## config.mk

```make
export PLATFORM = sky130hd
export DESIGN_NAME = boot_packet_framer_checker_unit
export DESIGN_NICKNAME = d
export VERILOG_FILES = /design/src/hdl/bpfc_pkg.sv /design/src/hdl/boot_packet_framer_checker_unit.sv
export SDC_FILE = /design/constraint.sdc
export NUM_CORES = 1
export LEC_CHECK = 0
export ABC_CLOCK_PERIOD_IN_PS = 6220
export BUFFER_PORTS_ARGS = -buffer_cell sky130_fd_sc_hd__buf_2
export CAP_MARGIN = 40
export CORE_MARGIN = 1.5
export CORE_UTILIZATION = 45
export DETAILED_ROUTE_END_ITERATION = 12
export PLACE_DENSITY_LB_ADDON = 0.1
export SLEW_MARGIN = 10
export SYNTH_ARGS = -nofsm -noshare
export SYNTH_HDL_FRONTEND = slang
export SYNTH_SLANG_ARGS = --single-unit
```

## constraint.sdc

```tcl
create_clock -name clock -period 6.22 [get_ports clock]
set_clock_uncertainty 0.05 [all_clocks]
set_input_delay 0.933 -clock clock [delete_from_list [all_inputs] [get_ports clock]]
set_output_delay 0.933 -clock clock [all_outputs]
set_load 0.02 [all_outputs]
```

## src/hdl/bpfc_pkg.sv

```systemverilog
// Constants, command codes and the frame length decode for the bootloader
// frame checker. No dependencies; used by boot_packet_framer_checker_unit.
`timescale 1ns / 1ps

package bpfc_pkg;

   localparam int BLOCK_COUNT = 128;
   localparam int BLOCK_BYTES = 1024;
   localparam int CHUNK_BYTES = 256;

   localparam logic [7:0] START_BYTE = 8'h01;
   localparam logic [7:0] CMD_ERASE  = 8'h05;
   localparam logic [7:0] CMD_WRITE  = 8'h06;
   localparam logic [7:0] CMD_RESET  = 8'h07;
   localparam logic [7:0] CMD_SWAP   = 8'h08;
   localparam logic [7:0] CMD_VERIFY = 8'h0b;

   localparam logic [8:0] LEN_SHORT  = 9'd4;
   localparam logic [8:0] LEN_CTRL   = 9'd6;
   localparam logic [8:0] LEN_ERASE  = 9'd11;
   localparam logic [8:0] LEN_WRITE  = 9'd261;

   localparam logic [8:0] IDX_START  = 9'd0;
   localparam logic [8:0] IDX_CMD    = 9'd3;
   localparam logic [8:0] IDX_ARG    = 9'd4;

   typedef enum logic [1:0] {
      STATUS_OK      = 2'd0,
      STATUS_BAD_SUM = 2'd1,
      STATUS_UNKNOWN = 2'd2
   } status_type;

   function automatic logic [8:0] length_of(input logic [7:0] cmd);
      logic [8:0] len;
      unique case (cmd)
         CMD_ERASE:                     len = LEN_ERASE;
         CMD_WRITE:                     len = LEN_WRITE;
         CMD_VERIFY, CMD_SWAP, CMD_RESET: len = LEN_CTRL;
         default:                       len = LEN_SHORT;
      endcase
      return len;
   endfunction

endpackage

```

## src/hdl/boot_packet_framer_checker_unit.sv

```systemverilog
// Bootloader frame checker: byte framing, checksum and flash control tracking.
// Depends on bpfc_pkg for command codes, lengths and the length decode.
`timescale 1ns / 1ps

// Usage:
//   req_ channel: one received serial byte per beat (req_rx_byte).
//   rsp_ channel: one beat per completed frame carrying status, command,
//   byte 4, the erase/write/reset strobes and the flash write address.
//   A frame starts with 0x01; other bytes in the start position are dropped.
//   Byte 3 selects the frame length; the last byte of a known command is the
//   8-bit sum of all earlier bytes.
// Throughput: one byte per cycle while no beat is held. Each byte passes
//   through one stage of decode, add and compare before the result register.
// Latency: the result beat appears on the cycle after the last frame byte
//   is accepted.
// Stall: the result register holds its beat while rsp_ready is low, and
//   req_ready drops with it, so no byte is taken until the beat leaves; a
//   byte is still taken in the cycle in which the held beat is taken.
// Reset: synchronous, active high; clears the frame position, sum, latches,
//   erase block, write enable and write offset, and empties the result
//   register.
module boot_packet_framer_checker_unit (
   input  logic        clock,
   input  logic        reset,
   input  logic        req_valid,
   output logic        req_ready,
   input  logic [7:0]  req_rx_byte,
   output logic        rsp_valid,
   input  logic        rsp_ready,
   output logic [1:0]  rsp_frame_status,
   output logic [7:0]  rsp_command,
   output logic [7:0]  rsp_arg_byte,
   output logic        rsp_erase_go,
   output logic        rsp_write_go,
   output logic [17:0] rsp_write_address,
   output logic        rsp_reset_request
);

   logic [8:0]  byte_index_ff, byte_index_in;
   logic [8:0]  frame_length_ff, frame_length_in;
   logic [7:0]  running_sum_ff, running_sum_in;
   logic [7:0]  cmd_latch_ff, cmd_latch_in;
   logic [7:0]  arg_latch_ff, arg_latch_in;
   logic [7:0]  erase_block_ff, erase_block_in;
   logic        write_enabled_ff, write_enabled_in;
   logic [15:0] write_offset_ff, write_offset_in;

   logic        rsp_valid_ff;
   logic [1:0]  status_ff, status_in;
   logic [7:0]  command_ff;
   logic [7:0]  arg_byte_ff, arg_byte_in;
   logic        erase_go_ff, erase_go_in;
   logic        write_go_ff, write_go_in;
   logic [17:0] address_ff, address_in;
   logic        reset_req_ff, reset_req_in;

   logic        accept;
   logic        drop;
   logic        frame_end;
   logic        sum_match;
   logic        block_ok;
   logic        erase_ok;
   logic [7:0]  sum_cur;
   logic [17:0] base_address;

   assign req_ready = !rsp_valid_ff || rsp_ready;
   assign accept    = req_valid && req_ready;

   assign block_ok     = {1'b0, erase_block_ff} < 9'(bpfc_pkg::BLOCK_COUNT);
   assign erase_ok     = {1'b0, arg_latch_ff} < 9'(bpfc_pkg::BLOCK_COUNT);
   assign base_address = 18'(18'(erase_block_ff) * 18'(bpfc_pkg::BLOCK_BYTES));

   always_comb begin
      drop            = 1'b0;
      frame_length_in = frame_length_ff;
      arg_latch_in    = arg_latch_ff;
      cmd_latch_in    = cmd_latch_ff;
      sum_cur         = running_sum_ff;

      if (byte_index_ff == bpfc_pkg::IDX_START) begin
         drop            = req_rx_byte != bpfc_pkg::START_BYTE;
         frame_length_in = bpfc_pkg::LEN_SHORT;
         arg_latch_in    = 8'd0;
         sum_cur         = 8'd0;
      end
      if (byte_index_ff == bpfc_pkg::IDX_CMD) begin
         cmd_latch_in    = req_rx_byte;
         frame_length_in = bpfc_pkg::length_of(req_rx_byte);
      end
      if (byte_index_ff == bpfc_pkg::IDX_ARG) begin
         arg_latch_in = req_rx_byte;
      end

      frame_end = !drop && !((byte_index_ff + 9'd1) < frame_length_in);
      sum_match = sum_cur == req_rx_byte;

      byte_index_in    = byte_index_ff;
      running_sum_in   = running_sum_ff;
      erase_block_in   = erase_block_ff;
      write_enabled_in = write_enabled_ff;
      write_offset_in  = write_offset_ff;
      status_in        = bpfc_pkg::STATUS_OK;
      arg_byte_in      = arg_latch_in;
      erase_go_in      = 1'b0;
      write_go_in      = 1'b0;
      address_in       = 18'd0;
      reset_req_in     = 1'b0;

      if (!drop && !frame_end) begin
         byte_index_in  = byte_index_ff + 9'd1;
         running_sum_in = sum_cur + req_rx_byte;
      end else if (frame_end) begin
         byte_index_in  = 9'd0;
         running_sum_in = 8'd0;
         priority if (frame_length_in == bpfc_pkg::LEN_SHORT) begin
            status_in   = bpfc_pkg::STATUS_UNKNOWN;
            arg_byte_in = 8'd0;
         end else if (!sum_match) begin
            status_in = bpfc_pkg::STATUS_BAD_SUM;
         end else begin
            unique case (cmd_latch_in)
               bpfc_pkg::CMD_ERASE: begin
                  erase_block_in = arg_latch_in;
                  if (erase_ok) begin
                     erase_go_in      = 1'b1;
                     write_enabled_in = 1'b1;
                     write_offset_in  = 16'd0;
                  end
               end
               bpfc_pkg::CMD_VERIFY: begin
                  write_enabled_in = 1'b0;
               end
               bpfc_pkg::CMD_WRITE: begin
                  address_in = base_address + 18'(write_offset_ff);
                  if (block_ok && write_enabled_ff) begin
                     write_go_in     = 1'b1;
                     write_offset_in = write_offset_ff + 16'(bpfc_pkg::CHUNK_BYTES);
                  end
               end
               bpfc_pkg::CMD_SWAP, bpfc_pkg::CMD_RESET: begin
                  reset_req_in = 1'b1;
               end
               default: begin
               end
            endcase
         end
      end
   end

   always_ff @(posedge clock) begin
      if (reset) begin
         byte_index_ff    <= 9'd0;
         frame_length_ff  <= bpfc_pkg::LEN_SHORT;
         running_sum_ff   <= 8'd0;
         cmd_latch_ff     <= 8'd0;
         arg_latch_ff     <= 8'd0;
         erase_block_ff   <= 8'd0;
         write_enabled_ff <= 1'b0;
         write_offset_ff  <= 16'd0;
         rsp_valid_ff     <= 1'b0;
      end else begin
         if (accept && !drop) begin
            byte_index_ff    <= byte_index_in;
            frame_length_ff  <= frame_length_in;
            running_sum_ff   <= running_sum_in;
            cmd_latch_ff     <= cmd_latch_in;
            arg_latch_ff     <= arg_latch_in;
            erase_block_ff   <= erase_block_in;
            write_enabled_ff <= write_enabled_in;
            write_offset_ff  <= write_offset_in;
         end
         if (accept && frame_end) begin
            rsp_valid_ff <= 1'b1;
         end else if (rsp_ready) begin
            rsp_valid_ff <= 1'b0;
         end
      end
   end

   always_ff @(posedge clock) begin
      if (accept && frame_end) begin
         status_ff    <= status_in;
         command_ff   <= cmd_latch_in;
         arg_byte_ff  <= arg_byte_in;
         erase_go_ff  <= erase_go_in;
         write_go_ff  <= write_go_in;
         address_ff   <= address_in;
         reset_req_ff <= reset_req_in;
      end
   end

   assign rsp_valid         = rsp_valid_ff;
   assign rsp_frame_status  = status_ff;
   assign rsp_command       = command_ff;
   assign rsp_arg_byte      = arg_byte_ff;
   assign rsp_erase_go      = erase_go_ff;
   assign rsp_write_go      = write_go_ff;
   assign rsp_write_address = address_ff;
   assign rsp_reset_request = reset_req_ff;

endmodule
```

==> metrics.txt <==
hold path startpoint=running_sum_ff[3]$_SDFFE_PP0P_; 1st-pass router iterations=5; final hold vios=0; Residual DRC=0; antenna violations before repair=0; num ports=53; Placed Area=5450 sq um; Leak=2.17 nW; Global Route met2 Usage=34.6%; die area=12100 sq um; critical-path cell list=ha_1 > or4b_1 > nor3_2 > a22oi_1 > ha_1 > and4_1 > nand2_1 > a311oi_1 > nor2_1 > or4_1 > mux2_4; Synth Instances=568; yosys warns=0; dominant cell type by area after synthesis=dfxtp_1; Post-synth EDFFs=31; Placed Cells=726; initial DRC count=193; share of the synthesized area in the top cell type=23.3%; final WL=12.1 mm; hold crit path type=reg2reg; Overflow after GRT=0; Peak VDD IR=0.167 mV; CTS tree=yes; routed via count=4227; CTS Buf Count=9; via density per instance=5.70; crit-path max FO=8; clock latency on the worst-skew pair=0.35 ns; # hold bufs at CTS=0; Crit path arrival time=4.69 ns; Crit path top cell by count=ha_1; # diodes=0; busiest grt layer=met2; number of global-route vias before repair=3946; Synth area leaders=dfxtp_1, edfxtp_1, ha_1, nor2_1, a21oi_1; chip width=110 um; slowest stage cell, crit path=or4_1; Rows=38; Final WS setup=1.72 ns; Root Driver=clkbuf_16; post-synth cell types=70; Mapped Area=5150 sq um; critical path required time=6.41 ns; TritonCTS Sinks=91; RR Startpoint=byte_index_ff[0]$_SDFFE_PP0P_; CP Class=reg2reg; Post-synth top flop=dfxtp_1; top-count cell post-synth=nor2_1; post-CTS setup buffer count=0; CP max stage delay=0.79 ns; area of the core=11000 sq um; met3 usage=2.55%; Seq/Total Area, Yosys=41.4%; routed len/inst=16.3 um; Cell Count, Final, Fillers Out=742; post-cts gate resize count=0; FFs w/ async S/R, synth=0%; unrepaired setup endpoints after global routing=false; PortBufs=44; FF+latch count, synth=91; fin crit share=72.3%; Min Clock Period, post-route=4.50 ns; initial core utilization=46.9%; Fmax=222 MHz; WHS=0.402 ns; Max Slew Vio Count=0; worst-margin pin slew=0.825 ns; status=completed; final instance area=5780 sq um; relative slew slack=45.0%; H-tree Lvls=3; fin util=52.7%; largest net degree at the start of global routing=45; CP startpoint=byte_index_ff[0]$_SDFFE_PP0P_; chip height=110 um; GP Congestion=0.891; dpl hpwl=8.69 mm; Detail Route Antenna Nets=0; Commonest cells post-synth=nor2_1, dfxtp_1, a21oi_1, nand2_1, edfxtp_1; final net count=635; number of max-cap violations=0; Final setup viols=0; Syn-to-layout area delta=12.4%; power density cells=219 nW/um^2; Setup Total Neg Slack=0 ns; Setup crit start kind=flop; GRT Total Usage=20.9%; first-pass GRT wire length=19.5 mm; average size of a mapped cell=9.06 sq um; CP endpoint kind=flop; CTS Buffer Depth=2; Power Total=1.27 mW; dpl ws=1.53 ns; Reg clk slew, reported paths=0.07 ns; layout cells sized above 1=15.3%; met1 Usage GRT=27.8%
-- kinds of logic after synthesis --
group           share of synthesized area, %
other cells                           0.0729
simple gates                            23.5
compound gates                          16.7
buf+inv                                 5.64
flops                                   41.4
xor+xnor                                2.89
fa+ha+maj                               6.61
mux                                     3.19
-- layout make-up --
class	count	area [sq um]
fill	1006	5200
multi-input combinational	417	2760
sequential	91	2130
timing repair buffer	49	278
clock buffer	9	225
tap	140	175
inverter	29	109
clock inverter	7	108
-- cell usage in the layout (no fill, tap or decap), types with 6 or more instances in the layout --
cell and instances:
o21ai_0 6, nand2b_1 10, nor3_1 22, nor4_1 7, inv_1 29, ha_1 24, nand2_1 35, buf_2 44
mux2_2 7, and3_1 7, a211oi_1 14, conb_1 8, o21ai_1 6, and2_1 14, nand3_1 17, xnor2_1 10
a21o_1 6, or4_1 6, dfxtp_1 60, clkbuf_16 9, edfxtp_1 31, nor2_1 75, a21oi_1 36, nor2b_1 8
a41oi_1 6, xor2_1 7
-- sequential cells by signal, indices dropped and copies added (netlist names), 2 cells and up --
| name | cells |
|---|---|
| rsp_command | 8 |
| rsp_arg_byte | 8 |
| running_sum_ff | 8 |
| write_offset_ff | 8 |
| frame_length_ff | 9 |
| arg_latch_ff | 8 |
| cmd_latch_ff | 8 |
| rsp_write_address | 10 |
| erase_block_ff | 8 |
| rsp_frame_status | 2 |
| byte_index_ff | 9 |
-- metal layers --
layer / share of wire [%] / wire length, um / vias up
li1: - / - / 2100
met1: 47 / 5760 / 2016
met2: 47 / 5750 / 102
met3: 3.7 / 453 / 9
met4: 1.4 / 165 / 0
met5: 0 / 0 / -
-- power breakdown --
part | leakage, nW | internal [mW] | switching [mW]
sequential | 0.741 | 0.611 | 0.000777
combinational | 1.27 | 0.0123 | 0.0307
clock | 0.160 | 0.360 | 0.252
-- path summary, 6_finish.rpt --
kind / to / slack, ns / cells past startpoint
max: erase_block_ff[7]$_SDFFE_PP0P_ / 1.72 / 11
max reg2reg: erase_block_ff[7]$_SDFFE_PP0P_ / 1.72 / 11
min reg2reg: running_sum_ff[3]$_SDFFE_PP0P_ / 0.40 / 2
min: running_sum_ff[3]$_SDFFE_PP0P_ / 0.40 / 2
-- worst max-delay path: cells and delay by family, from the launching register on --
| kind | cells | cell delay (ns) |
|---|---|---|
| fa+ha+maj | 2 | 0.66 |
| simple gates | 6 | 2.21 |
| compound gates | 2 | 0.62 |
| flops | 1 | 0.45 |
| mux | 1 | 0.38 |
No activity file was read; power rests on OpenSTA's default activity.
